### src/rtl/core/spmpuf_pkg.sv
`timescale 1ns / 1ps
`default_nettype none

package spmpuf_pkg;

    localparam int MAX_OUT_WIDTH = 4096;
    localparam int MAX_SRC_WIDTH = 8192;

    localparam int SW_W       = 14;
    localparam int OW_W       = 13;
    localparam int COL_W      = 12;
    localparam int BYTE_W     = 8;
    localparam int PAD_W      = 13;
    localparam int STEP_W     = 14;
    localparam int POS_W      = 16;
    localparam int QUOT_W     = 11;
    localparam int BANKS      = 3;
    localparam int BANK_W     = 2;
    localparam int ROW_W      = 12;
    localparam int ROWS       = MAX_OUT_WIDTH;
    localparam int PROD_W     = 24;
    localparam int S_TDATA_W  = 40;
    localparam int CFG_IDX_W  = 2;
    localparam int CFG_DATA_W = 14;

    // floor(x/3) for x < 8192 as (x * DIV3_MUL) >> DIV3_SHIFT
    localparam int DIV3_MUL   = 2731;
    localparam int DIV3_SHIFT = 13;

    localparam logic [BYTE_W-1:0] FILTER_UP = 8'd2;

    localparam logic [CFG_IDX_W-1:0] REG_SOURCE_WIDTH = 2'd0;
    localparam logic [CFG_IDX_W-1:0] REG_OUTPUT_WIDTH = 2'd1;
    localparam logic [CFG_IDX_W-1:0] REG_RGB_MODE     = 2'd2;

    typedef struct packed {
        logic [SW_W-1:0]  sw;
        logic [OW_W-1:0]  ow;
        logic [PAD_W-1:0] pad;
        logic             rgb;
    } cfg_t;

    typedef struct packed {
        logic                         first;
        logic                         col0;
        logic                         last;
        logic                         rgb;
        logic [BANK_W-1:0]            bank;
        logic [BANKS-1:0]             mask;
        logic [ROW_W-1:0]             row;
        logic [BANKS-1:0][BYTE_W-1:0] sample;
    } line_req_t;

    typedef struct packed {
        logic                         col0;
        logic                         last;
        logic                         rgb;
        logic [BANKS-1:0][BYTE_W-1:0] filt;
    } ser_item_t;

endpackage

`default_nettype wire

### src/rtl/core/spmpuf_prep.sv
`timescale 1ns / 1ps
`default_nettype none

module spmpuf_prep (
    input  wire logic                              clk,
    input  wire logic                              rst_n,
    input  wire spmpuf_pkg::cfg_t                  cfg,
    input  wire logic                              in_valid,
    output logic                                   in_ready,
    input  wire logic                              first_row,
    input  wire logic [spmpuf_pkg::COL_W-1:0]      pixel_column,
    input  wire logic [spmpuf_pkg::BYTE_W-1:0]     sub0,
    input  wire logic [spmpuf_pkg::BYTE_W-1:0]     sub1,
    input  wire logic [spmpuf_pkg::BYTE_W-1:0]     sub2,
    output logic                                   req_valid,
    input  wire logic                              req_ready,
    output spmpuf_pkg::line_req_t                  req
);

    // stage A: captured item
    logic                                          a_valid_reg;
    logic                                          a_first_reg;
    logic [spmpuf_pkg::COL_W-1:0]                  a_col_reg;
    logic [spmpuf_pkg::BANKS-1:0][spmpuf_pkg::BYTE_W-1:0] a_sub_reg;

    // stage B: column products
    logic                                          b_valid_reg;
    logic                                          b_first_reg;
    logic                                          b_col0_reg;
    logic                                          b_last_reg;
    logic [spmpuf_pkg::COL_W-1:0]                  b_col_reg;
    logic [spmpuf_pkg::STEP_W-1:0]                 b_step_reg;
    logic [spmpuf_pkg::QUOT_W-1:0]                 b_quot_reg;
    logic [spmpuf_pkg::BANKS-1:0][spmpuf_pkg::BYTE_W-1:0] b_sub_reg;

    // stage C: samples and store address
    logic                                          c_valid_reg;
    spmpuf_pkg::line_req_t                         c_req_reg;
    spmpuf_pkg::line_req_t                         c_req_next;

    logic a_ready, b_ready, c_ready;

    logic [spmpuf_pkg::PROD_W-1:0]                 a_prod;
    logic [spmpuf_pkg::STEP_W-1:0]                 a_step;
    logic                                          a_col_ok;
    logic                                          a_last;

    logic signed [spmpuf_pkg::POS_W-1:0]           b_pos [spmpuf_pkg::BANKS];
    logic [spmpuf_pkg::BANKS-1:0][spmpuf_pkg::BYTE_W-1:0] b_pick;
    logic [spmpuf_pkg::BYTE_W:0]                   b_sum;
    logic [spmpuf_pkg::COL_W-1:0]                  b_quot3;
    logic [spmpuf_pkg::COL_W-1:0]                  b_rem;

    assign c_ready  = !c_valid_reg || req_ready;
    assign b_ready  = !b_valid_reg || c_ready;
    assign a_ready  = !a_valid_reg || b_ready;
    assign in_ready = a_ready;

    always_ff @(posedge clk or negedge rst_n)
    begin
        if (!rst_n)
        begin
            a_valid_reg <= 1'b0;
        end
        else if (a_ready)
        begin
            a_valid_reg <= in_valid;
        end
    end

    always_ff @(posedge clk)
    begin
        if (a_ready && in_valid)
        begin
            a_first_reg <= first_row;
            a_col_reg   <= pixel_column;
            a_sub_reg   <= {sub2, sub1, sub0};
        end
    end

    always_comb
    begin
        a_prod   = spmpuf_pkg::PROD_W'(a_col_reg) * spmpuf_pkg::PROD_W'(spmpuf_pkg::DIV3_MUL);
        a_step   = (spmpuf_pkg::STEP_W'(a_col_reg) << 1) +
                   (cfg.rgb ? spmpuf_pkg::STEP_W'(a_col_reg) : '0);
        a_col_ok = ({1'b0, a_col_reg} < cfg.ow);
        a_last   = ({1'b0, a_col_reg} == (cfg.ow - spmpuf_pkg::OW_W'(1)));
    end

    // drop columns outside the row here
    always_ff @(posedge clk or negedge rst_n)
    begin
        if (!rst_n)
        begin
            b_valid_reg <= 1'b0;
        end
        else if (b_ready)
        begin
            b_valid_reg <= a_valid_reg && a_col_ok;
        end
    end

    always_ff @(posedge clk)
    begin
        if (b_ready && a_valid_reg)
        begin
            b_first_reg <= a_first_reg;
            b_col0_reg  <= (a_col_reg == '0);
            b_last_reg  <= a_last;
            b_col_reg   <= a_col_reg;
            b_step_reg  <= a_step;
            b_quot_reg  <= a_prod[spmpuf_pkg::DIV3_SHIFT +: spmpuf_pkg::QUOT_W];
            b_sub_reg   <= a_sub_reg;
        end
    end

    always_comb
    begin
        b_pos[0] = $signed(spmpuf_pkg::POS_W'(b_step_reg)) - $signed(spmpuf_pkg::POS_W'(cfg.pad));
        b_pos[1] = b_pos[0] + spmpuf_pkg::POS_W'(1);
        b_pos[2] = b_pos[0] + spmpuf_pkg::POS_W'(2);
        for (int k = 0; k < spmpuf_pkg::BANKS; k++)
        begin
            // zero any subpixel that falls off either side of the source row
            if (!b_pos[k][spmpuf_pkg::POS_W-1] &&
                (b_pos[k] < $signed(spmpuf_pkg::POS_W'(cfg.sw))))
            begin
                b_pick[k] = b_sub_reg[k];
            end
            else
            begin
                b_pick[k] = '0;
            end
        end
        b_sum   = (spmpuf_pkg::BYTE_W+1)'(b_pick[0]) + (spmpuf_pkg::BYTE_W+1)'(b_pick[1]);
        b_quot3 = (spmpuf_pkg::COL_W'(b_quot_reg) << 1) + spmpuf_pkg::COL_W'(b_quot_reg);
        b_rem   = b_col_reg - b_quot3;

        c_req_next.first = b_first_reg;
        c_req_next.col0  = b_col0_reg;
        c_req_next.last  = b_last_reg;
        c_req_next.rgb   = cfg.rgb;
        if (cfg.rgb)
        begin
            c_req_next.bank   = '0;
            c_req_next.mask   = '1;
            c_req_next.row    = b_col_reg;
            c_req_next.sample = b_pick;
        end
        else
        begin
            // grey byte k of the row lives in bank k mod 3, row k / 3
            c_req_next.bank   = b_rem[spmpuf_pkg::BANK_W-1:0];
            c_req_next.mask   = spmpuf_pkg::BANKS'(1) << b_rem[spmpuf_pkg::BANK_W-1:0];
            c_req_next.row    = spmpuf_pkg::ROW_W'(b_quot_reg);
            c_req_next.sample = {{(spmpuf_pkg::BANKS-1){8'd0}}, b_sum[spmpuf_pkg::BYTE_W:1]};
        end
    end

    always_ff @(posedge clk or negedge rst_n)
    begin
        if (!rst_n)
        begin
            c_valid_reg <= 1'b0;
        end
        else if (c_ready)
        begin
            c_valid_reg <= b_valid_reg;
        end
    end

    always_ff @(posedge clk)
    begin
        if (c_ready && b_valid_reg)
        begin
            c_req_reg <= c_req_next;
        end
    end

    assign req_valid = c_valid_reg;
    assign req       = c_req_reg;

endmodule

`default_nettype wire

### config.mk
export PLATFORM = sky130hd
export DESIGN_NAME = spmpuf_prep
export DESIGN_NICKNAME = d
export VERILOG_FILES = /design/src/rtl/core/spmpuf_pkg.sv /design/src/rtl/core/spmpuf_prep.sv
export SDC_FILE = /design/constraint.sdc
export NUM_CORES = 1
export LEC_CHECK = 0
export ABC_AREA = 1
export ABC_CLOCK_PERIOD_IN_PS = 7440
export BUFFER_PORTS_ARGS = -buffer_cell sky130_fd_sc_hd__buf_2
export CAP_MARGIN = 40
export CELL_PAD_IN_SITES_DETAIL_PLACEMENT = 1
export CELL_PAD_IN_SITES_GLOBAL_PLACEMENT = 2
export CORE_MARGIN = 4
export CORE_UTILIZATION = 38
export DETAILED_ROUTE_END_ITERATION = 12
export GPL_TIMING_DRIVEN = 0
export HOLD_SLACK_MARGIN = 0.02
export MAX_ROUTING_LAYER = met4
export PLACE_DENSITY_LB_ADDON = 0.1
export SKIP_LAST_GASP = 1
export SYNTH_ARGS = -nofsm -noshare
export SYNTH_HDL_FRONTEND = slang
export SYNTH_SLANG_ARGS = --single-unit
export TNS_END_PERCENT = 50
### constraint.sdc
create_clock -name clk -period 7.44 [get_ports clk]
set_clock_uncertainty 0.15 [all_clocks]
set_input_delay 0.744 -clock clk [delete_from_list [all_inputs] [get_ports clk]]
set_output_delay 0.744 -clock clk [all_outputs]
set_load 0.05 [all_outputs]
---- Word-level counts from Yosys, hierarchy flattened ----
Index checks and enable logic that the tools add are counted.
word-level totals
  register bits after elaboration ......... 149
  bits of input ports ..................... 82
  output and inout port bits .............. 47
  word-level logic and storage cells ...... 66
operators by class
  $add $sub $neg .......................... 8
  equal/unequal tests ..................... 1
  magnitude comparators ................... 4
  multipliers ............................. 1
  muxes and demuxes ....................... 5
  shifts and indexed selects .............. 1
  reduce and logical (&&, ||, !) cells .... 18
operator list
  operator                  count
  $mux W35                  1
  $lt A16 B15 Y1            2
  $mul A12 B12 Y24 const B  1
  $mux W8                   3
  $add A15 B2 Y16 const B   1
  $add A15 B3 Y16 const B   1
  $lt A15 B15 Y1            1
  $sub A14 B13 Y15          1
  $add A13 B12 Y14          1
  $eq A12 B13 Y1            1
  $lt A12 B13 Y1            1
  $sub A13 B1 Y13 const B   1
  $logic_not A12 Y1         1
  $mux W12                  1
  $add A8 B8 Y9             1
  $logic_and A1 B1 Y1       7
  $logic_not A1 Y1          6
  $logic_or A1 B1 Y1        3
  $shl A1 B2 Y3 const A     1
  $add A2 B2 Y2             1
  $reduce_and A2 Y1         1
  $sub A2 B2 Y2             1

---- Depth between registers and ports, before layout ----
  depth after elaboration ................. 7
  mapped depth ............................ 35
  gate-level depth less buffers ........... 34

---- Worst setup path after synthesis ----
No wires, ideal clock.
  kind .................................... input to register
  from .................................... in cfg[1] in the netlist's numbering
  to ...................................... reg c_req_reg (netlist bit req[7]) (data pin)
  required time ........................... 7021 ps
  slack ................................... 1904 ps
  stages on the path ...................... 33
  setup time .............................. 269 ps
  buffers on the path ..................... 1
  arrival ................................. 5116 ps
  cell sequence ........................... ha_1 > inv_1 > fa_1 > nand2_2 > inv_1 > nor2_1 > ha_1 > inv_1 > nor2_1 > nand3_1 > nor2_2 > nand3_2 > nor2_1 > nand2_1 > xor2_1 > ha_1 > inv_1 > nor3_1 > a211oi_1 > a21oi_1 > nor2_1 > nand2_1 > buf_2 > nor2_1 > ha_1 > a21oi_1 > o21ai_0 > a21oi_1 > nor2_1 > o21ai_0 > nand2_1 > a21oi_1 > o21ai_0
RTL lines
  what                  line                RTL
  from (decl)           spmpuf_prep.sv:7    input wire spmpuf_pkg::cfg_t cfg,
  to (signal assigned)  spmpuf_prep.sv:176  c_req_reg <= c_req_next;
  to (decl)             spmpuf_prep.sv:38   spmpuf_pkg::line_req_t c_req_reg;

==> flow_metrics.env <==
export IMPL_run_status="complete, no violations"
export IMPL_cts_resized=0
export IMPL_p_int_mw=2.419
export IMPL_firstDrtPassIters=4
export IMPL_cp_common_cell="nor2_1"
export IMPL_holdPathStages=0
export IMPL_final_max_slew_viol_count=0
export IMPL_cp_top_family="simple AND/OR/NAND/NOR gates"
export IMPL_cts_buffers_inserted=17
export IMPL_path_depth=34
export IMPL_multi_input_area_mm2=0.005962
export IMPL_rsz0062_at_grt="false"
export IMPL_grt_max_degree=45
export IMPL_grt_remaining_overflow=0
export IMPL_clock_sinks=149
export IMPL_power_frac_clock_pct=21.6
export IMPL_grt_pass1_wl_mm=46.20
export IMPL_synth_simple_area_share_pct=14.73
export IMPL_synthCells=1202
export IMPL_yosysWarnings=0
export IMPL_synth_seq_cells=149
export IMPL_crit_slowest_cell="fa_1"
export IMPL_tritoncts="yes"
export IMPL_hold_viol_final=0
export IMPL_seqPwrFrac_pct=29.3
export IMPL_syn_num_nets=1498
export IMPL_hpwl_mm=23.03
export IMPL_syn_avg_cell_area_um2=9.531
export IMPL_drc=0
export IMPL_synthesis_area_mm2=0.01146
export IMPL_largest_register_ffs=45
export IMPL_syn2layout_area_growth_pct=16.31
export IMPL_regArea_mm2=0.004459
export IMPL_fp_dieH_um=181.6
export IMPL_routedWlPerCell_um=16.04
export IMPL_drive_above_1_share_pct=14.48
export IMPL_final_cell_area_mm2=0.01332
export IMPL_cp_required_ps=7450
export IMPL_die_w_um=181.6
export IMPL_final_setup_tns_ps=0
export IMPL_critical_path_class="register to register"
export IMPL_vias_per_cell=4.732
export IMPL_powerDensity_mw_per_mm2=313.8
export IMPL_synth_edff_count=146
export IMPL_crit_path_end_kind="register"
export IMPL_cp_arrival_ps=6220
export IMPL_worst_slew_pin_slew_ps=667.4
export IMPL_clock_latency_ps=430
export IMPL_grt_pass1_vias=9056
export IMPL_cts_root_buffer="clkbuf_16"
export IMPL_synth_area_mux_share_pct=0
export IMPL_place_area_mm2=0.01270
export IMPL_ioPinCount=129
export IMPL_vias=8319
export IMPL_timing_fmax_mhz=160.9
export IMPL_ys_types=48
export IMPL_max_stage_delay_ps=410
export IMPL_synth_compound_area_share_pct=6.127
export IMPL_cts_buffer_depth=2
export IMPL_io_buffers=128
export IMPL_worst_path_buf_inv=6
export IMPL_whs_ps=263.7
export IMPL_slew_headroom_pct=55.50
export IMPL_row_count=63
export IMPL_async_flop_share_pct=2.013
export IMPL_p_comb_share_pct=49.1
export IMPL_setup_viol=0
export IMPL_synth_fa_ha_area_share_pct=26.19
export IMPL_fill_cells=3449
export IMPL_postRouteAntennaNets=0
export IMPL_post_cts_buffers=0
export IMPL_gp_congestion=0.8171
export IMPL_crit_fanout=10
export IMPL_post_route_min_period_ps=6216
export IMPL_synth_xor_area_share_pct=4.893
export IMPL_track_usage_pct=18.22
export IMPL_synth_top_family_by_area="adder cells"
export IMPL_wl_mm=28.19
export IMPL_die_area_mm2=0.03299
export IMPL_p_sw_share_pct=42.14
export IMPL_design_core_area_mm2=0.02972
export IMPL_cts_clk_slew_worst_paths_ps=70
export IMPL_ir_worst_vdd_v=0.0001831
export IMPL_hold_buffers=1
export IMPL_p_switching_mw=1.762
export IMPL_rr_worst_depth=34
export IMPL_start_util_pct=38.55
export IMPL_cap_violations=0
export IMPL_yosysSeqAreaShare_pct=38.93
export IMPL_hold_class="register to register"
export IMPL_nNetsFinal=1650
export IMPL_worst_setup_path_start_kind="register"
export IMPL_ys_flop_type="edfxtp_1"
export IMPL_cts_htree_levels=4
export IMPL_cellLeakagePower_nw=6.611
export IMPL_antenna_found_initial=1
export IMPL_initialDrtViolationCount=298
export IMPL_period_share_pct=83.55
[layout make-up]
cell class,count,share of cell area [%]
Timing Repair Buffer,133,5.653
Multi-Input combinational cell,775,44.75
Tap cell,390,3.662
Inverter,271,7.653
Clock buffer,18,3.296
Sequential cell,149,33.47
Buffer,7,0.2160
Antenna cell,1,0.01878
Clock inverter,14,1.287
[final timing paths]
check                                end           from  slack [ps]
setup / recovery                  req[7]  b_step_reg[0]        1220
hold / removal             b_sub_reg[14]  a_sub_reg[14]         260
setup reg to reg                  req[7]  b_step_reg[0]        1220
hold reg to reg            b_sub_reg[14]  a_sub_reg[14]         260
max in group asynchronous    a_valid_reg          rst_n        6540
min in group asynchronous      req_valid          rst_n         480
[placed cells by master (no fill, tap or decap), drive strengths merged, types with 18 or more instances in the layout]
cell type  count
a21oi         68
buf          134
clkbuf        23
edfxtp       146
fa            43
ha           171
inv          275
nand2        208
nand3         40
nand4         19
nor2          81
o21ai         22
xnor2         18
xor2          46
[power by group through the flow]
stage          combinational (mW)  sequential [mW]  clock, mW
2_1_floorplan                1.37             1.41          0
3_3_place_gp                 2.01             1.25          0
3_5_place_dp                 2.07             1.25          0
4_1_cts                      2.10             1.23      0.926
5_1_grt                      2.38             1.24      0.966
6_report                     2.05             1.22      0.903
[through the flow]
stage	total power, mW	setup slack, ps	instances	util (%)
2_1_floorplan	2.781	1904	1202	-
3_3_place_gp	3.262	712.8	1720	42.35
3_5_place_dp	3.319	693.6	1724	42.74
4_1_cts	4.253	1092	1757	44.83
5_1_grt	4.585	623.8	1758	44.84
6_report	4.181	1224	1758	44.84
[cell usage after synthesis, drive strengths merged, types with 3 or more instances]
cell | count | share of area [%]
inv | 270 | 8.8
nand2 | 208 | 7.1
ha | 171 | 19
edfxtp | 146 | 38
nor2 | 81 | 2.9
a21oi | 68 | 3.0
xor2 | 46 | 3.5
fa | 43 | 7.5
nand3 | 40 | 1.9
o21ai | 22 | 0.96
nand4 | 19 | 1.2
xnor2 | 18 | 1.4
nor3 | 17 | 0.79
o21bai | 8 | 0.62
clkbuf | 5 | 0.16
nand3b | 4 | 0.26
o221ai | 4 | 0.31
a21o | 3 | 0.20
a31oi | 3 | 0.16
and2 | 3 | 0.16
dfrtp | 3 | 0.66
o211ai | 3 | 0.20
[cells by family after synthesis]
family / count (synthesis)
DFF: 149
AOI/OAI and AO/OA: 121
adders and majority gates: 214
xor gates and xnor gates: 64
buffers and inverters: 278
and+or+nand+nor: 376
[layer usage]
metal,share of wire (%),track usage (%),routed length (um),vias to the layer above
met5,0,-,0,-
met2,52,32.33,14590,101
met4,1.6,4.653,456,0
met3,2.5,2.604,717,30
li1,-,-,-,4221
met1,44,21.82,12430,3967
Note: power is estimated with default switching activity, not from simulation.
