## src/rtl/core/spmpuf_pkg.sv

```systemverilog
`timescale 1ns / 1ps
`default_nettype none

package spmpuf_pkg;

    localparam int MAX_OUT_WIDTH = 4096;
    localparam int MAX_SRC_WIDTH = 8192;

    localparam int SW_W       = 14;
    localparam int OW_W       = 13;
    localparam int COL_W      = 12;
    localparam int BYTE_W     = 8;
    localparam int PAD_W      = 13;
    localparam int STEP_W     = 14;
    localparam int POS_W      = 16;
    localparam int QUOT_W     = 11;
    localparam int BANKS      = 3;
    localparam int BANK_W     = 2;
    localparam int ROW_W      = 12;
    localparam int ROWS       = MAX_OUT_WIDTH;
    localparam int PROD_W     = 24;
    localparam int S_TDATA_W  = 40;
    localparam int CFG_IDX_W  = 2;
    localparam int CFG_DATA_W = 14;

    // floor(x/3) for x < 8192 as (x * DIV3_MUL) >> DIV3_SHIFT
    localparam int DIV3_MUL   = 2731;
    localparam int DIV3_SHIFT = 13;

    localparam logic [BYTE_W-1:0] FILTER_UP = 8'd2;

    localparam logic [CFG_IDX_W-1:0] REG_SOURCE_WIDTH = 2'd0;
    localparam logic [CFG_IDX_W-1:0] REG_OUTPUT_WIDTH = 2'd1;
    localparam logic [CFG_IDX_W-1:0] REG_RGB_MODE     = 2'd2;

    typedef struct packed {
        logic [SW_W-1:0]  sw;
        logic [OW_W-1:0]  ow;
        logic [PAD_W-1:0] pad;
        logic             rgb;
    } cfg_t;

    typedef struct packed {
        logic                         first;
        logic                         col0;
        logic                         last;
        logic                         rgb;
        logic [BANK_W-1:0]            bank;
        logic [BANKS-1:0]             mask;
        logic [ROW_W-1:0]             row;
        logic [BANKS-1:0][BYTE_W-1:0] sample;
    } line_req_t;

    typedef struct packed {
        logic                         col0;
        logic                         last;
        logic                         rgb;
        logic [BANKS-1:0][BYTE_W-1:0] filt;
    } ser_item_t;

endpackage

`default_nettype wire

```

## src/rtl/core/spmpuf_cfg.sv

```systemverilog
`timescale 1ns / 1ps
`default_nettype none

module spmpuf_cfg (
    input  wire logic                                clk,
    input  wire logic                                rst_n,
    input  wire logic                                cfg_valid,
    output logic                                     cfg_ready,
    input  wire logic [spmpuf_pkg::CFG_IDX_W-1:0]    cfg_index,
    input  wire logic [spmpuf_pkg::CFG_DATA_W-1:0]   cfg_data,
    output spmpuf_pkg::cfg_t                         cfg
);

    logic [spmpuf_pkg::SW_W-1:0]  source_width_reg;
    logic [spmpuf_pkg::OW_W-1:0]  output_width_reg;
    logic                         rgb_mode_reg;
    spmpuf_pkg::cfg_t             cfg_reg;
    spmpuf_pkg::cfg_t             cfg_next;

    logic [spmpuf_pkg::SW_W-1:0]  sw_eff;
    logic [spmpuf_pkg::OW_W-1:0]  ow_eff;
    logic [spmpuf_pkg::STEP_W:0]  ow_ch;
    logic signed [spmpuf_pkg::POS_W-1:0] pad_excess;

    assign cfg_ready = 1'b1;

    always_ff @(posedge clk or negedge rst_n)
    begin
        if (!rst_n)
        begin
            source_width_reg <= spmpuf_pkg::SW_W'(1);
            output_width_reg <= spmpuf_pkg::OW_W'(1);
            rgb_mode_reg     <= 1'b0;
        end
        else if (cfg_valid)
        begin
            case (cfg_index)
                spmpuf_pkg::REG_SOURCE_WIDTH: source_width_reg <= cfg_data;
                spmpuf_pkg::REG_OUTPUT_WIDTH:
                    output_width_reg <= cfg_data[spmpuf_pkg::OW_W-1:0];
                spmpuf_pkg::REG_RGB_MODE:     rgb_mode_reg <= cfg_data[0];
                default: ;
            endcase
        end
    end

    // clamp to the store limits and work out the left pad
    always_comb
    begin
        sw_eff = (source_width_reg > spmpuf_pkg::SW_W'(spmpuf_pkg::MAX_SRC_WIDTH)) ?
                 spmpuf_pkg::SW_W'(spmpuf_pkg::MAX_SRC_WIDTH) : source_width_reg;
        ow_eff = (output_width_reg > spmpuf_pkg::OW_W'(spmpuf_pkg::MAX_OUT_WIDTH)) ?
                 spmpuf_pkg::OW_W'(spmpuf_pkg::MAX_OUT_WIDTH) : output_width_reg;
        ow_ch  = rgb_mode_reg ?
                 ((spmpuf_pkg::STEP_W+1)'(ow_eff) << 1) + (spmpuf_pkg::STEP_W+1)'(ow_eff) :
                 (spmpuf_pkg::STEP_W+1)'(ow_eff);
        pad_excess = $signed(spmpuf_pkg::POS_W'(ow_ch)) - $signed(spmpuf_pkg::POS_W'(sw_eff));
        cfg_next.sw  = sw_eff;
        cfg_next.ow  = ow_eff;
        cfg_next.rgb = rgb_mode_reg;
        cfg_next.pad = (pad_excess > 0) ? pad_excess[spmpuf_pkg::PAD_W:1] : '0;
    end

    always_ff @(posedge clk or negedge rst_n)
    begin
        if (!rst_n)
        begin
            cfg_reg.sw  <= spmpuf_pkg::SW_W'(1);
            cfg_reg.ow  <= spmpuf_pkg::OW_W'(1);
            cfg_reg.pad <= '0;
            cfg_reg.rgb <= 1'b0;
        end
        else
        begin
            cfg_reg <= cfg_next;
        end
    end

    assign cfg = cfg_reg;

endmodule

`default_nettype wire

```

## config.mk

```make
export PLATFORM = sky130hd
export DESIGN_NAME = spmpuf_cfg
export DESIGN_NICKNAME = d
export VERILOG_FILES = /design/src/rtl/core/spmpuf_pkg.sv /design/src/rtl/core/spmpuf_cfg.sv
export SDC_FILE = /design/constraint.sdc
export NUM_CORES = 1
export LEC_CHECK = 0
export ABC_AREA = 1
export BUFFER_PORTS_ARGS = -buffer_cell sky130_fd_sc_hd__buf_4
export CELL_PAD_IN_SITES_DETAIL_PLACEMENT = 0
export CELL_PAD_IN_SITES_GLOBAL_PLACEMENT = 1
export CORE_MARGIN = 5
export CORE_UTILIZATION = 45
export DETAILED_ROUTE_END_ITERATION = 12
export PLACE_DENSITY_LB_ADDON = 0.1
export SETUP_SLACK_MARGIN = 0.3
export SYNTH_ARGS = -nofsm -noshare
export SYNTH_HDL_FRONTEND = slang
export SYNTH_SLANG_ARGS = --single-unit
```

## constraint.sdc

```tcl
create_clock -name clk -period 9.8 [get_ports clk]
set_clock_uncertainty 0.1 [all_clocks]
set_input_delay 0 -clock clk [delete_from_list [all_inputs] [get_ports clk]]
set_output_delay 0 -clock clk [all_outputs]
set_load 0.05 [all_outputs]
```

* Yosys cells after proc, flatten, opt, wreduce, memory -nomap -nowiden
Cells that the tools add are included.
Storage, ports and cells: register bits after elaboration 69, input bits 19, logic and storage cells 22
Cells by class: add/sub/neg operators 2, reduce and logical (&&, ||, !) cells 4, multiplexer cells 4, magnitude comparators 3, equal/unequal tests 2
Operators by type and width (number):
- two-way mux 13 bit | 2
- > comparator 16 x 1 -> 1 bit, second input constant | 1
- subtractor 15 x 14 -> 16 bit | 1
- adder 14 x 13 -> 15 bit | 1
- two-way mux 15 bit | 1
- > comparator 14 bit, second input constant | 1
- two-way mux 14 bit | 1
- > comparator 13 bit, second input constant | 1
- AND reduction 2 bit | 3
- == test 2 x 1 -> 1 bit, second input constant | 1
- == test 2 bit, second input constant | 1
- zero test 2 bit | 1

* Longest topological paths before layout
Gate-level depths: netlist (run 1).
depth in word-level cells 7, gate-level depth with buffers 32, mapped depth without buffers 31

* Worst setup path before layout (run 1)
Ideal clock, no wire load.
path kind flip-flop to flip-flop, start point register output_width_reg[1] (netlist name), end point register cfg_reg, in the netlist cfg[11], clock period less this slack 4.068 ns, stages on the path, launching flop included 26, arrival time 3.846 ns, path slack 5.732 ns, path through dfrtp_1 -> or2_1 -> nor2_1 -> nand2_1 -> nand2_2 -> clkinv_1 -> nor2_1 -> ha_1 -> a21oi_1 -> o21ai_0 -> a211oi_1 -> nand3_1 -> a31oi_1 -> ha_1 -> inv_1 -> o21ai_0 -> a21oi_1 -> o211ai_1 -> or2_2 -> nand2_1 -> nand4_1 -> nor2_1 -> nand3_2 -> nand2_2 -> buf_6 -> nor2_2
RTL lines:
- start: declaration | line spmpuf_cfg.sv:15 | logic [spmpuf_pkg::OW_W-1:0] output_width_reg;
- start signal: assignment | line spmpuf_cfg.sv:32 | output_width_reg <= spmpuf_pkg::OW_W'(1);
- start signal: assignment | line spmpuf_cfg.sv:40 | output_width_reg <= cfg_data[spmpuf_pkg::OW_W-1:0];
- end signal: assignment | line spmpuf_cfg.sv:75 | cfg_reg <= cfg_next;
- end: declaration | line spmpuf_cfg.sv:17 | spmpuf_pkg::cfg_t cfg_reg;

==> reports/metrics.cfg, run 1 <==
[run_status]
status = complete, no violations

[timing]
slew_headroom_pct = 37.1
worst_slew_pin_slew_ns = 0.941
final_hold_viol_count = 0
finalSetupViolCount = 0
drv_slew = 0
max_freq_mhz = 206
fin_ws_ns = 4.95
finalSetupTns_ns = 0
grt_setup_unrepaired = no
period_share_pct = 49.4
post-route-min-period_ns = 4.85

[detailed_routing]
maxUsedRoutingLayer = met4
routed_wl_mm = 9.45
met1Wirelength_mm = 4.42
vias_per_cell = 4.75
wl_met2_mm = 4.54
vias = 3425
drc = 0
post_drt_wl_per_cell_um = 13.1
drtAntennaViolNets = 0
drtIter0Drc = 116
drt_first_pass_iters = 5
wl_met3_um = 371

[power]
seq_power_share_pct = 30.6
powerDensity_nw_per_um2 = 249
peakVddDrop_uv = 92.1
power.clock.fraction_pct = 17.4
p_sw_mw = 0.568
power.internal_mw = 0.646
p_sw_share_pct = 46.8
p_total_mw = 1.21
combinationalPowerShare_pct = 52.0
leakage_nw = 2.75

[global_route]
gr-total-overflow = 0
grt_max_degree = 70
grt_pass1_vias = 3355
grt_usage_pct = 18.3
grt_pass1_wl_mm = 16.2
antenna_found_initial = 0

[synth]
synth_edf_count = 0
synthArstFlopShare_pct = 100
synth_area_um2 = 4010
ys_types = 35
synth_common_cells = nand2_1 (128), inv_1 (102), dfrtp_1 (65), nor2_1 (51), o21ai_0 (44)
synth_flop_cell = dfrtp_1
synthTopCellsByArea = dfrtp_1 (41%), nand2_1 (12%), inv_1 (9.6%), ha_1 (7.8%), o21ai_0 (5.5%)
synth_top_area_share_pct = 40.6
syn_inst = 532
synth_top_cell_by_area = dfrtp_1
ys_warn_count = 0
synth_most_common_cell = nand2_1
seq_area_frac_synth_pct = 43.2
synth.net_count = 577
syn_area_per_cell_um2 = 7.54
yosys_register_bits = 69

[cells_and_area]
final_util_pct = 56.0
syn_to_final_growth_pct = 21.8
drive_above_1_share_pct = 16.2
final_cells = 721
largest_reg_flops = 41
fillCellCount = 853
final_nets = 653
antenna_cells = 0

[floorplan]
die_y_um = 104
initial_utilization_pct = 46.0
num_rows = 34
core_area_um2 = 8720
die_area_um2 = 10900
die_w_um = 104
io_pins = 61

[clock_network]
clockBufferDepth = 2
numClockSinks = 69
cts_root_buffer = clkbuf_8
clock_latency_ns = 0.34
cts_max_level = 3
clkTransAtPathRegs_ns = 0.07
cts_buffers = 9
postCtsSetupBuffers = 0
cts_tree = built
cts_resized = 0

[setup_path]
end_kind = flop
cp_max_fo = 11
worstSetupPathType = flop to flop
crit_buf_inv = 2
critPathSlowestCell = dfrtp_1
r2r_slack_ns = 4.95
startpoint_type = flop
cpPeakStageDelay_ns = 0.41
cp.arrival_ns = 4.96
crit_family = simple AND/OR/NAND/NOR gates
worstPathRequired_ns = 9.92

[place]
dpl.hpwl_mm = 7.50
io_buffers = 59
post-place-ws_ns = 5.00
gp_congestion = 0.957
dp_cells = 688

[run]
drv_cap = 0

[min_path]
hp-class = input port to asynchronous set/reset pin

[power groups by stage]
stage                     sequential (mW)  clock (mW)  combinational [mW]
after floorplan                     0.498           0               0.352
after global placement              0.376           0               0.629
after detailed placement            0.377           0               0.631
after CTS                           0.372       0.218               0.638
after global routing                0.379       0.231               0.712
final                               0.371       0.212               0.630
[cell type report]
class                           count  area (um^2)  share of cell area [%]
Multi-Input combinational cell    349         1840                    37.6
Sequential cell                    69         1730                    35.5
Timing Repair Buffer               76          613                    12.6
Inverter                          103          387                    7.92
Clock buffer                       12          155                    3.18
Tap cell                          108          135                    2.77
Clock inverter                      4         22.5                   0.461
[final timing paths]
path                                                    to                             start  cells past startpoint
max                                      cfg[13]$_DFF_PN0_   output_width_reg[1]$_DFFE_PN0P_                     25
min reg2reg                              cfg[40]$_DFF_PN0_  source_width_reg[13]$_DFFE_PN0P_                      0
min                                       cfg[2]$_DFF_PN0_                             rst_n                      2
max in group asynchronous  source_width_reg[8]$_DFFE_PN0P_                             rst_n                      2
min in group clk                         cfg[40]$_DFF_PN0_  source_width_reg[13]$_DFFE_PN0P_                      0
max reg2reg                              cfg[13]$_DFF_PN0_   output_width_reg[1]$_DFFE_PN0P_                     25
[layer usage]
| layer | up-vias | track usage (%) |
|---|---|---|
| met3 | 10 | 3.29 |
| met2 | 64 | 29.9 |
| met1 | 1540 | 24.6 |
| met5 | - | 0 |
| li1 | 1811 | - |
| met4 | 0 | 5.92 |
[kinds of logic after synthesis]
group	after synthesis	synth area share, %
AO/OA/AOI/OAI	76	9.93
other	1	0.0935
XOR/XNOR	10	2.18
flip-flops	69	43.2
AND/OR/NAND/NOR	236	25.3
buffers and inverters	114	11.0
adder cells (fa/ha/maj)	26	8.30
[stage by stage]
stage / hold slack (ns) / area (um^2)
floorplan: -0.396 / 4010
global placement: 0.0541 / 4530
detailed placement: 0.0603 / 4530
CTS: 0.223 / 4880
global route: 0.304 / 4880
finish: 0.199 / 4880
[cell usage in the layout (no fill, tap or decap), types with 6 or more instances in the layout]
cell type and n:
dlygate4sd3_1 17, o21ai_0 44, nor2_1 51, clkbuf_8 11, nand4_1 6, nand2_1 128
nor2_2 10, a21oi_1 23, ha_1 25, buf_4 59, inv_1 102, nand2_2 7
xor2_1 7, nand3_1 23, dfrtp_1 65
[what timing repair did]
action,4_1_cts,5_1_grt
endpoints found under the setup margin,0,0
hold buffers,17,0
hold endpoints to repair,93,0
Power figures use the tool's default switching activity.
==> run 2: changes to the inputs <==
- CORE_UTILIZATION: 45 -> 42
- clock period: 9.8 -> 4.6 ns (I/O delays scaled with it)
==> run 2 against run 1 <==
  * Final cell count rose by 8.7%
  * Sequential power rose by 110%
  * Routed wire length rose by 14%
  * Critical path depth rose by 1
  * Largest power group unchanged
  * Global-route usage rose by 0.33 points
  * Worst setup slack got worse by 4.7 ns
==> reports/metrics.cfg, run 2 (synthesized netlist as in run 1, its figures left out) <==
[power]
p_sw_share_pct = 45.9
powerDensity_nw_per_um2 = 541
p_total_mw = 3.10
leakage_nw = 3.01
combinationalPowerShare_pct = 58.5
power.internal_mw = 1.67
seq_power_share_pct = 25.2
peakVddDrop_uv = 220
p_sw_mw = 1.42
power.clock.fraction_pct = 16.3

[cells_and_area]
largest_reg_flops = 41
final_nets = 695
final_cells = 784
layout_commonest_cell = nand2_1
layout_common_cells = nand2_1 (110), inv_1 (98), buf_4 (97)
drive_above_1_share_pct = 33.0
antenna_cells = 0
syn_to_final_growth_pct = 42.8

[setup_path]
cp.arrival_ns = 4.49
worstSetupPathType = flop to flop
end_kind = flop
startpoint_type = flop
cp_max_fo = 6
critPathSlowestCell = dfstp_2
worstPathRequired_ns = 4.74
path_common_cell = nand2_1
r2r_slack_ns = 0.25
cpPeakStageDelay_ns = 0.38

[timing]
period_share_pct = 94.6
finalSetupTns_ns = 0
max_freq_mhz = 230
finalSetupViolCount = 0
post-route-min-period_ns = 4.35
final_hold_viol_count = 0
grt_setup_unrepaired = yes
drv_slew = 0
worst_slew_pin_slew_ns = 0.894
slew_headroom_pct = 40.3

[floorplan]
initial_utilization_pct = 43.2
num_rows = 35
core_area_um2 = 9280
die_y_um = 108
io_pins = 61
die_w_um = 108
die_area_um2 = 11600

[place]
dpl.hpwl_mm = 7.87
gp_congestion = 0.877
dp_cells = 728
io_buffers = 59

[clock_network]
numClockSinks = 69
cts_tree = built
cts_max_level = 3
cts_buffers = 9
clockBufferDepth = 2
cts_root_buffer = clkbuf_8
clock_latency_ns = 0.34
clkTransAtPathRegs_ns = 0.08

[global_route]
grt_usage_pct = 18.6
grt_max_degree = 70
grt_pass1_vias = 3597
antenna_found_initial = 0
grt_pass1_wl_mm = 16.9
gr-total-overflow = 0

[detailed_routing]
post_drt_wl_per_cell_um = 13.8
vias = 3625
drt_first_pass_iters = 4
drtAntennaViolNets = 0
drtIter0Drc = 106
vias_per_cell = 4.62
drc = 0
routed_wl_mm = 10.8

[run_status]
status = complete, no violations

[run]
drv_cap = 0

[min_path]
hp-class = input port to asynchronous set/reset pin

-- run 2: worst paths after layout --
path | startpoint | endpoint | depth (start not counted)
max | output_width_reg[0]$_DFFE_PN1P_ | cfg[7]$_DFF_PN0_ | 26
min | rst_n | cfg[29]$_DFF_PN0_ | 2
max reg2reg | output_width_reg[0]$_DFFE_PN1P_ | cfg[7]$_DFF_PN0_ | 26
min reg2reg | source_width_reg[13]$_DFFE_PN0P_ | cfg[40]$_DFF_PN0_ | 0
max in group asynchronous | rst_n | output_width_reg[9]$_DFFE_PN0P_ | 2
min in group clk | source_width_reg[13]$_DFFE_PN0P_ | cfg[40]$_DFF_PN0_ | 0
-- run 2: timing repair --
| item | in CTS | in global routing |
|---|---|---|
| pin swaps | 12 | 48 |
| gates resized for setup | 37 | 74 |
| endpoints found under the hold margin | 93 | 0 |
| setup endpoints to repair | 11 | 13 |
| setup buffers | 8 | 13 |
| hold buffers | 17 | 0 |
| gates cloned | 1 | 1 |
-- run 2: layout make-up --
class                      instances  area, um^2
timing repair buffer             117         955
tap                              129         161
clock buffer                      10         138
fill                             872        3560
clock inverter                     6        62.6
timing repair inverter             1        11.3
sequential                        69        1730
multi-input combinational        349        2260
inverter                         103         402
-- run 2: layer usage --
layer / part of all wire [%] / global-route usage (%) / vias to the layer above
li1: - / - / 1888
met1: 45 / 23.8 / 1674
met2: 52 / 32.5 / 55
met3: 2.8 / 3.72 / 8
met4: 0.96 / 4.06 / 0
met5: 0 / 0 / -
-- run 2: power groups by stage --
| stage | registers, mW | logic (mW) | clock network [mW] |
|---|---|---|---|
| 3_5_place_dp | 0.792 | 1.45 | 0 |
| 4_1_cts | 0.781 | 1.54 | 0.522 |
| 3_3_place_gp | 0.790 | 1.45 | 0 |
| 6_report | 0.781 | 1.81 | 0.506 |
| 2_1_floorplan | 1.06 | 0.750 | 0 |
| 5_1_grt | 0.794 | 1.98 | 0.551 |
-- run 2: per-stage QoR --
stage | hold WS [ns] | setup slack, ns | utilization (%) | cell area [um^2]
floorplan | -0.396 | 0.532 | - | 4010
global placement | 0.0623 | -0.164 | 50.8 | 4710
detailed placement | 0.0680 | -0.136 | 50.8 | 4710
CTS | 0.227 | 0.302 | 57.1 | 5300
global route | 0.291 | 0.0714 | 61.7 | 5720
finish | 0.212 | 0.247 | 61.7 | 5720
-- run 2: critical path: cells and delay by family (launching register included) --
kind	cells	cell delay, ns
AND/OR/NAND/NOR	14	1.79
AO/OA/AOI/OAI	6	0.87
adder cells (fa/ha/maj)	2	0.62
flip-flops	1	0.38
buffers and inverters	3	0.32
XOR/XNOR	1	0.16
