File: src/rtl/core/spmpuf_pkg.sv
`timescale 1ns / 1ps
`default_nettype none

package spmpuf_pkg;

    localparam int MAX_OUT_WIDTH = 4096;
    localparam int MAX_SRC_WIDTH = 8192;

    localparam int SW_W       = 14;
    localparam int OW_W       = 13;
    localparam int COL_W      = 12;
    localparam int BYTE_W     = 8;
    localparam int PAD_W      = 13;
    localparam int STEP_W     = 14;
    localparam int POS_W      = 16;
    localparam int QUOT_W     = 11;
    localparam int BANKS      = 3;
    localparam int BANK_W     = 2;
    localparam int ROW_W      = 12;
    localparam int ROWS       = MAX_OUT_WIDTH;
    localparam int PROD_W     = 24;
    localparam int S_TDATA_W  = 40;
    localparam int CFG_IDX_W  = 2;
    localparam int CFG_DATA_W = 14;

    // floor(x/3) for x < 8192 as (x * DIV3_MUL) >> DIV3_SHIFT
    localparam int DIV3_MUL   = 2731;
    localparam int DIV3_SHIFT = 13;

    localparam logic [BYTE_W-1:0] FILTER_UP = 8'd2;

    localparam logic [CFG_IDX_W-1:0] REG_SOURCE_WIDTH = 2'd0;
    localparam logic [CFG_IDX_W-1:0] REG_OUTPUT_WIDTH = 2'd1;
    localparam logic [CFG_IDX_W-1:0] REG_RGB_MODE     = 2'd2;

    typedef struct packed {
        logic [SW_W-1:0]  sw;
        logic [OW_W-1:0]  ow;
        logic [PAD_W-1:0] pad;
        logic             rgb;
    } cfg_t;

    typedef struct packed {
        logic                         first;
        logic                         col0;
        logic                         last;
        logic                         rgb;
        logic [BANK_W-1:0]            bank;
        logic [BANKS-1:0]             mask;
        logic [ROW_W-1:0]             row;
        logic [BANKS-1:0][BYTE_W-1:0] sample;
    } line_req_t;

    typedef struct packed {
        logic                         col0;
        logic                         last;
        logic                         rgb;
        logic [BANKS-1:0][BYTE_W-1:0] filt;
    } ser_item_t;

endpackage

`default_nettype wire

File: src/rtl/core/spmpuf_ser.sv
`timescale 1ns / 1ps
`default_nettype none

module spmpuf_ser (
    input  wire logic                          clk,
    input  wire logic                          rst_n,
    input  wire logic                          item_valid,
    output logic                               item_ready,
    input  wire spmpuf_pkg::ser_item_t         item,
    output logic                               m_tvalid,
    input  wire logic                          m_tready,
    output logic [spmpuf_pkg::BYTE_W-1:0]      m_tdata,
    output logic                               m_tlast
);

    logic [3:0][spmpuf_pkg::BYTE_W-1:0] byte_reg;
    logic [3:0][spmpuf_pkg::BYTE_W-1:0] byte_next;
    logic [2:0]                         cnt_reg;
    logic [2:0]                         cnt_next;
    logic [1:0]                         pos_reg;
    logic [1:0]                         pos_next;
    logic                               last_reg;
    logic                               last_next;

    logic out_fire;
    logic load;

    assign m_tvalid   = (cnt_reg != '0);
    assign out_fire   = m_tvalid && m_tready;
    assign item_ready = (cnt_reg == '0) || ((cnt_reg == 3'd1) && m_tready);
    assign load       = item_valid && item_ready;

    always_comb
    begin
        byte_next = byte_reg;
        cnt_next  = cnt_reg;
        pos_next  = pos_reg;
        last_next = last_reg;
        if (out_fire)
        begin
            cnt_next = cnt_reg - 3'd1;
            pos_next = pos_reg + 2'd1;
        end
        if (load)
        begin
            // lead the row with the filter-type byte
            pos_next  = '0;
            last_next = item.last;
            cnt_next  = (item.rgb ? 3'd3 : 3'd1) + (item.col0 ? 3'd1 : 3'd0);
            if (item.col0)
            begin
                byte_next = {item.filt, spmpuf_pkg::FILTER_UP};
            end
            else
            begin
                byte_next = {8'd0, item.filt};
            end
        end
    end

    always_ff @(posedge clk or negedge rst_n)
    begin
        if (!rst_n)
        begin
            cnt_reg <= '0;
            pos_reg <= '0;
        end
        else
        begin
            cnt_reg <= cnt_next;
            pos_reg <= pos_next;
        end
    end

    always_ff @(posedge clk)
    begin
        byte_reg <= byte_next;
        last_reg <= last_next;
    end

    assign m_tdata = byte_reg[pos_reg];
    assign m_tlast = last_reg && (cnt_reg == 3'd1);

endmodule

`default_nettype wire

File: config.mk
export PLATFORM = sky130hd
export DESIGN_NAME = spmpuf_ser
export DESIGN_NICKNAME = d
export VERILOG_FILES = /design/src/rtl/core/spmpuf_pkg.sv /design/src/rtl/core/spmpuf_ser.sv
export SDC_FILE = /design/constraint.sdc
export NUM_CORES = 1
export LEC_CHECK = 0
export ABC_AREA = 1
export BUFFER_PORTS_ARGS = -buffer_cell sky130_fd_sc_hd__buf_2
export CAP_MARGIN = 0
export CELL_PAD_IN_SITES_DETAIL_PLACEMENT = 2
export CELL_PAD_IN_SITES_GLOBAL_PLACEMENT = 2
export CORE_AREA = 2 2 77 79
export DETAILED_ROUTE_END_ITERATION = 16
export DIE_AREA = 0 0 79 81
export PLACE_DENSITY = 0.78
export SYNTH_ARGS = -nofsm -noshare
export SYNTH_HDL_FRONTEND = slang
export SYNTH_SLANG_ARGS = --single-unit
File: constraint.sdc
create_clock -name clk -period 5.3 [get_ports clk]
set_input_delay 0.265 -clock clk [delete_from_list [all_inputs] [get_ports clk]]
set_output_delay 0.265 -clock clk [all_outputs]
set_load 0.05 [all_outputs]
# Yosys cells after proc, flatten, opt, wreduce, memory -nomap -nowiden
# Index checks and enable logic that the tools add are counted.
# W data, S select, Z words.
op_classes:
  n_lt_le_gt_ge: 1
  n_reduce_logical: 8
  addsub: 3
  n_eq_ne: 1
  mux: 9
op_table:
  columns: ["cell", "count"]
  rows:
  - ["$mux W24", 1]
  - ["$bmux W8 S2", 1]
  - ["$mux W8", 1]
  - ["$mux W2", 3]
  - ["$mux W3", 2]
  - ["$logic_and A1 B1 Y1", 4]
  - ["$add A2 B1 Y3", 1]
  - ["$eq A3 B1 Y1 const B", 1]
  - ["$logic_not A3 Y1", 1]
  - ["$lt A2 B3 Y1 const B", 1]
  - ["$reduce_bool A3 Y1", 1]
  - ["$sub A3 B1 Y3 const B", 1]
  - ["$add A2 B1 Y2 const B", 1]
  - ["$reduce_bool A2 Y1", 1]
  - ["$logic_or A1 B1 Y1", 1]
  - ["$mux W1", 1]
word_totals:
  output_inout_bits: 11
  elab_cells: 29
  register_bits: 38
  inputBits: 31

# Longest topological paths before layout
# Gate-level depths: netlist (run 1).
logic_depth:
  ltp_word: 5
  mapped_depth: 8
  depth_no_buf: 8

# Worst setup path after synthesis (run 1)
# No wires, ideal clock.
synth_path:
  kind: "register -> register"
  from: "reg cnt_reg[0]"
  to: "reg byte_reg[0] (netlist bit), enable pin"
  period_less_slack_ns: 2.351
  path_buffers: 0
  path_stages_with_launch: 7
  t_arrival_ns: 1.963
  setup_ns: 0.388
  t_required_ns: 4.912
  setup_slack_ns: 2.949
  path_cell_list: "dfrtp_1 > inv_1 > ha_1 > nand2_4 > nand2_2 > nand2_2 > inv_1"
synth_between:
  elab_chain_len: 4
  word_cells_on_any_way: 5
  cone_classes: "eq/ne: 1; reduce/logical: 4"
synth_rtl:
  columns: ["item", "line_no", "source"]
  rows:
  - ["start, declared", "spmpuf_ser.sv:18", "logic [2:0] cnt_reg;"]
  - ["start signal, assigned", "spmpuf_ser.sv:70", "cnt_reg <= cnt_next;"]
  - ["$eq A3 B1 Y1", "spmpuf_ser.sv:30", "assign item_ready = (cnt_reg == '0) || ((cnt_reg == 3'd1) && m_tready);"]
  - ["$logic_and A1 B1 Y1", "spmpuf_ser.sv:30", null]
  - ["$logic_or A1 B1 Y1 *", "spmpuf_ser.sv:30", null]
  - ["named net item_ready", "spmpuf_ser.sv:8", "output logic item_ready,"]
  - ["$logic_and A1 B1 Y1 *", "spmpuf_ser.sv:31", "assign load = item_valid && item_ready;"]
  - ["named net load", "spmpuf_ser.sv:26", "logic load;"]
  - ["end signal, assigned", "spmpuf_ser.sv:77", "byte_reg <= byte_next;"]
  - ["end, declared", "spmpuf_ser.sv:16", "logic [3:0][spmpuf_pkg::BYTE_W-1:0] byte_reg;"]
# Mark *: on every way through the listed nets, which the timed path passes. The rest lies on a longest branch.
# A chain may end at the register's enable or synchronous reset.

# Worst setup path after layout (run 1)
layout_path:
  from: "reg cnt_reg[0]"
  to: "reg byte_reg[16] (netlist bit), enable pin"
layout_between:
  elab_chain_len: 4
  word_cells_on_any_way: 5
  cone_classes: "eq/ne: 1; reduce/logical: 4"
layout_rtl:
  columns: ["item", "line_no"]
  rows:
  - ["$eq A3 B1 Y1", "spmpuf_ser.sv:30"]
  - ["$logic_and A1 B1 Y1", "spmpuf_ser.sv:30"]
  - ["$logic_or A1 B1 Y1 *", "spmpuf_ser.sv:30"]
  - ["$logic_and A1 B1 Y1 *", "spmpuf_ser.sv:31"]
  - ["named net load", "spmpuf_ser.sv:26"]
# Marked as above.

==> results.json, run 1 <==
{
  "totalWireLength_um": 4744,
  "fin_nets": 277,
  "place_congestion": 0.7627,
  "synth_top_cell_area_share": 0.5211,
  "clk_latency_ns": 0.29,
  "normalized_max_slew_margin": 0.1518,
  "synth.net_count": 237,
  "sort_of_element_at_the_end_of_the_critical_path": "flip-flop",
  "setup-violations-final": 0,
  "mappedNetlistArea_um2": 1902,
  "post_cts.resized_instances": 0,
  "leakage_nw": 1.045,
  "multi_input_comb_area_um2": 638.1,
  "ant_nets": 0,
  "initial_utilization": 0.3351,
  "cts_tree": "done",
  "vias_per_cell": 4.726,
  "clkTransAtPathRegs_ns": 0.07,
  "die_h_um": 81,
  "largest_register_ffs": 32,
  "wire_length_of_the_first_global_routing_pass_um": 7707,
  "synth_compound_gate_area_share": 0.09737,
  "ios": 42,
  "synthArstFlopShare": 0.1316,
  "drt_pre_antenna_iters": 4,
  "leading_post_synthesis_cells_by_cell_area": "edfxtp_1, nand2_1, dfrtp_1",
  "n_fill_cell": 650,
  "fin_crit_sh": 0.4547,
  "post-synth-top-count-cell": "nand2_1",
  "antenna-diode-count": 0,
  "drive_gt1_frac": 0.2469,
  "placement_rows": 28,
  "area_growth_pct": 18.42,
  "critical_path.max_fanout": 33,
  "vdd_ir_drop_max_uv": 205.0,
  "ws_path_type": "reg -> reg",
  "timing.critical_path.from_type": "flip-flop",
  "synth.yosys.warnings": 0,
  "yosys.area_share.xor_xnor": 0.004605,
  "reg2reg_slack_ns": 2.89,
  "clockBufferDepth": 2,
  "dieWidth_um": 79,
  "tightestPinTransition_ns": 1.271,
  "vias_in_the_first_global_route": 1639,
  "detail_route.iter0.violations": 62,
  "period_needed_ns": 2.410,
  "synth_edf_count": 33,
  "rsz0062_at_grt": "false",
  "grt_util_all_layers": 0.1593,
  "outcome": "finished clean",
  "synth_top_area_cell": "edfxtp_1",
  "synth_seq_cells": 38,
  "clock_net_sink_count": 38,
  "synthCells": 202,
  "synthMuxAreaShare": 0,
  "final_core_utilization": 0.3968,
  "maximum_number_of_pins_on_one_net_before_global_route_repair": 34,
  "synth_fa_ha_area_frac": 0.02632,
  "clock-root-buffer": "clkbuf_8",
  "timing_max_transition_violations_final": 0,
  "pwr_density_cell_nw_per_um2": 568.7,
  "worstPathRequired_ns": 5.20,
  "synth_commonest_cells": "nand2_1, edfxtp_1, o21ai_0",
  "combinational_family_with_the_most_area_after_synthesis": "simple AND/OR/NAND/NOR gates",
  "setup_tns_final_ns": 0,
  "clock_tree.htree_level_count": 2,
  "cts_made_buffers": 5,
  "number_of_library_cell_types_mapped_by_synthesis": 23,
  "initial_antenna_violation_count": 0,
  "hold_violations": 0,
  "core_region_area_um2": 5675,
  "cp.arrival_ns": 2.31,
  "timing.clock.skew_ns": 0.008122,
  "ys_seq_area_frac": 0.5868,
  "maxCapViolCount": 0,
  "detailedPlacementHpwl_um": 3401,
  "route.detailed.drc": 0,
  "yosys.area_share.simple": 0.2072,
  "dieArea_um2": 6399,
  "max_freq_mhz": 415.0,
  "area.sequential_um2": 1116,
  "hold_path.class": "in -> reg",
  "syn-mean-instance-area_um2": 9.415,
  "routed_wire_length_per_instance_um": 14.92,
  "dominantRegCellSynth": "edfxtp_1",
  "io_buffers": 41,
  "vias": 1503,
  "grt_overflow": 0
}
stage by stage:
step	std cells	instance area [um2]	hold WS [ns]	total power [mW]	setup slack (ns)
global placement	309	2151	0.08973	1.063	3.015
finish	318	2252	0.1467	1.281	2.890
CTS	318	2252	0.1405	1.300	2.873
global route	318	2252	0.1388	1.369	2.645
detailed placement	309	2151	0.09541	1.092	2.895
floorplan	202	1902	-0.03059	0.9357	2.949
layout by cell type, fill, tap and decap left out, types with 2 or more instances in the layout:
master    netlist  layout
inv_1          23      23
o21ai_1         2       2
o21ai_0        24      24
nand2_2         2       2
o22ai_1         8       8
clkbuf_8        0       6
dfrtp_1         5       5
nand2_4         3       3
edfxtp_1       33      33
inv_2           3       3
nor2_1         23      23
nand3_1        11      11
ha_1            4       4
buf_2           7      41
nand2_1        45      45
where the power goes:
| part | internal (mW) | switching, mW | total (mW) |
|---|---|---|---|
| registers | 0.420 | 0.0593 | 0.479 |
| logic | 0.148 | 0.449 | 0.598 |
| clock network | 0.105 | 0.0993 | 0.204 |
| total | 0.673 | 0.608 | 1.28 |
path summary, 6_finish.rpt:
| kind | from | endpoint | cells after the start |
|---|---|---|---|
| worst max register to register | cnt_reg[0]$_DFFE_PN0P_ | byte_reg[16]$_DFFE_PP_ | 6 |
| max in group asynchronous | rst_n | cnt_reg[0]$_DFFE_PN0P_ | 2 |
| worst max-delay path | cnt_reg[0]$_DFFE_PN0P_ | byte_reg[16]$_DFFE_PP_ | 6 |
| min in group asynchronous | rst_n | pos_reg[1]$_DFFE_PN0P_ | 2 |
| worst min-delay path | item[25] | last_reg$_DFFE_PP_ | 1 |
| worst min register to register | cnt_reg[1]$_DFFE_PN0P_ | cnt_reg[1]$_DFFE_PN0P_ | 4 |
layout make-up:
class,instances,area share
Sequential cell,38,0.4956
Multi-Input combinational cell,129,0.2833
Timing Repair Buffer,42,0.09556
Inverter,26,0.04333
Tap cell,75,0.04167
Clock buffer,7,0.03833
Clock inverter,1,0.002222
cell families after synthesis:
family | count (synthesis)
compound gates | 35
xor+xnor | 1
fa+ha+maj | 4
buf+inv | 35
flops | 38
simple gates | 89
critical path, stage by stage, from the launching register on:
cell     delay, ns
dfrtp_1       0.41
inv_1         0.11
ha_1          0.24
nand2_4       0.09
nand2_2       0.11
nand2_2       0.11
inv_1         0.93
routing by layer:
metal	part of all wire	track usage	up-vias
met5	0	0	-
met4	0.022	0.06897	0
met3	0.034	0.04222	11
met2	0.52	0.2797	27
met1	0.42	0.1840	719
li1	-	-	746
timing repair:
action | 4_1_cts | 5_1_grt
buffers inserted | 0 | 0
hold buffers | 1 | 0
hold endpoints to repair | 5 | 0
Power figures use the tool's default switching activity.
==> run 2: changes to the inputs <==
Settings changed: ABC_AREA 1 to 0, CORE_AREA 2 2 77 79 to 2 2 73 75, DIE_AREA 0 0 79 81 to 0 0 75 77, PLACE_DENSITY 0.78 to 0.73.
Clock period 5.3 ns to 2.3 ns, I/O delays scaled along.
==> run 2 against run 1 <==
Net effect: die area fell by 9.8%; global-route usage fell by 0.83 points; cell area fell by 2.9%; via count fell by 27%; area after synthesis fell by 5.5%; critical path type unchanged; sequential share of layout area rose by 1.5 points; critical path depth rose by 1; largest power group unchanged.
==> results.json, run 2 <==
{
  "clk_latency_ns": 0.29,
  "vdd_ir_drop_max_uv": 457.0,
  "setup_tns_final_ns": 0,
  "crit_path_top_delay_cell": "dfrtp_1",
  "ios": 42,
  "sort_of_element_at_the_end_of_the_critical_path": "flip-flop",
  "power_mw": 2.675,
  "setup-violations-final": 0,
  "cts_tree": "done",
  "timing.clock.skew_ns": 0.008157,
  "timing.critical_path.from_type": "flip-flop",
  "area_growth_pct": 21.66,
  "pwr_density_cell_nw_per_um2": 1224,
  "cts_made_buffers": 5,
  "rsz0062_at_grt": "false",
  "placed_cell_count": 219,
  "outcome": "finished clean",
  "clock_tree.htree_level_count": 2,
  "core_region_area_um2": 4977,
  "synthArstFlopShare": 0.1316,
  "cp.arrival_ns": 1.95,
  "mostFrequentLayoutCell": "buf_2",
  "synth_seq_cells": 38,
  "fin_crit_sh": 0.8711,
  "maximum_number_of_pins_on_one_net_before_global_route_repair": 35,
  "die_h_um": 77,
  "routed_wire_length_per_instance_um": 16.73,
  "synth_top_cell_area_share": 0.5515,
  "synth_compound_gate_area_share": 0.03343,
  "hold_violations": 0,
  "leading_post_synthesis_cells_by_cell_area": "edfxtp_1, mux2_2, mux4_2",
  "dieArea_um2": 5775,
  "fin_nets": 193,
  "clkTransAtPathRegs_ns": 0.07,
  "hold_path.class": "in -> reg",
  "post-synth-top-count-cell": "edfxtp_1",
  "layout_common_cells": "buf_2, edfxtp_1, mux2_2",
  "layout.cells.non_filler": 229,
  "ant_nets": 0,
  "synth_edf_count": 33,
  "critical_path.max_fanout": 29,
  "grt_overflow": 0,
  "synthCells": 113,
  "clock-root-buffer": "clkbuf_8",
  "yosys.area_share.simple": 0.08774,
  "largest_register_ffs": 32,
  "antenna-diode-count": 0,
  "synth.yosys.warnings": 0,
  "period_needed_ns": 2.003,
  "wire_length_of_the_first_global_routing_pass_um": 6382,
  "dominantRegCellSynth": "edfxtp_1",
  "vias_in_the_first_global_route": 1242,
  "leakage_nw": 0.8302,
  "initial_antenna_violation_count": 0,
  "drt_pre_antenna_iters": 3,
  "vias": 1092,
  "ys_seq_area_frac": 0.6212,
  "drive_gt1_frac": 0.4843,
  "synth_commonest_cells": "edfxtp_1, mux2_2, and2_1, mux4_2, nor2b_1",
  "clockBufferDepth": 2,
  "io_buffers": 41,
  "vias_per_cell": 4.769,
  "timing_max_transition_violations_final": 0,
  "synth_top_area_cell": "edfxtp_1",
  "totalWireLength_um": 3831,
  "yosys.area_share.xor_xnor": 0,
  "final.hold.worst_slack_ns": 0.1117,
  "worstPathRequired_ns": 2.25,
  "tightestPinTransition_ns": 0.6401,
  "synthMuxAreaShare": 0.2061,
  "clock_net_sink_count": 38,
  "mappedNetlistArea_um2": 1797,
  "combinational_family_with_the_most_area_after_synthesis": "multiplexers",
  "grt_util_all_layers": 0.1510,
  "placement_rows": 26,
  "detail_route.iter0.violations": 54,
  "maxCapViolCount": 0,
  "timing.critical_path.slowest_cell_delay_ns": 0.42,
  "max_freq_mhz": 499.1,
  "number_of_library_cell_types_mapped_by_synthesis": 23,
  "dieWidth_um": 75,
  "initial_utilization": 0.3610,
  "cp_cell_sequence": "inv_1, ha_1, a21oi_1, nor2_2, nand2_1, clkinvlp_4, buf_4",
  "synth.net_count": 148,
  "detailedPlacementHpwl_um": 2815,
  "dominant_delay_contributor_by_cell_family_on_the_critical_path": "buffers and inverters",
  "normalized_max_slew_margin": 0.5733,
  "syn-mean-instance-area_um2": 15.90,
  "place_congestion": 0.6673,
  "ws_path_type": "reg -> reg",
  "critPathBufInv": 3,
  "synth_fa_ha_area_frac": 0.02786,
  "route.detailed.drc": 0
}
-- run 2: report_power, final --
group	internal [mW]	total [mW]	switching [mW]
sequential	0.955	1.10	0.141
combinational	0.379	1.11	0.730
clock	0.245	0.470	0.225
total	1.58	2.68	1.10
-- run 2: routing by layer --
layer	vias up	share of wire	track usage
met1	547	0.41	0.1824
met5	-	0	0
met2	26	0.55	0.2605
met3	4	0.041	0.03811
met4	0	0.0065	0.04286
li1	515	-	-
-- run 2: metrics by stage --
step | worst slack (ns) | instance area (um2) | util
finish | 0.2965 | 2186 | 0.4392
global route | 0.1193 | 2186 | 0.4392
CTS | 0.2622 | 2186 | 0.4392
detailed placement | 0.2833 | 2076 | 0.4170
global placement | 0.4654 | 2076 | 0.4170
floorplan | 0.06207 | 1803 | -
-- run 2: final cells by class --
class / instances / area [um2]
clock buffer: 8 / 90.09
fill: 495 / 2791
inverter: 4 / 18.77
multi-input combinational: 65 / 640.6
sequential: 38 / 1116
tap: 70 / 87.58
timing repair buffer: 44 / 232.7
-- run 2: path summary, 6_finish.rpt --
path,start,endpoint,slack (ns),cells past startpoint
max in group asynchronous,rst_n,cnt_reg[1]$_DFFE_PN0P_,1.97,2
min reg2reg,cnt_reg[1]$_DFFE_PN0P_,cnt_reg[1]$_DFFE_PN0P_,0.53,1
max reg2reg,cnt_reg[0]$_DFFE_PN0P_,byte_reg[14]$_DFFE_PP_,0.30,7
max,cnt_reg[0]$_DFFE_PN0P_,byte_reg[14]$_DFFE_PP_,0.30,7
min,item[1],byte_reg[1]$_SDFFCE_PP1P_,0.11,2
min in group asynchronous,rst_n,pos_reg[1]$_DFFE_PN0P_,0.19,2
-- run 2: logic make-up (layout without fill, tap and decap cells) --
family                     Yosys count  count (layout)
and+or+nand+nor                     27              27
muxes                               25              25
buffers and inverters               10              56
AOI/OAI and AO/OA                    9               9
adders and majority gates            4               4
DFF                                 38              38
-- run 2: what timing repair did --
action	in CTS	in global routing
hold buffers	2	0
setup buffers	0	0
resized for setup	0	0
hold endpoints to repair	6	0
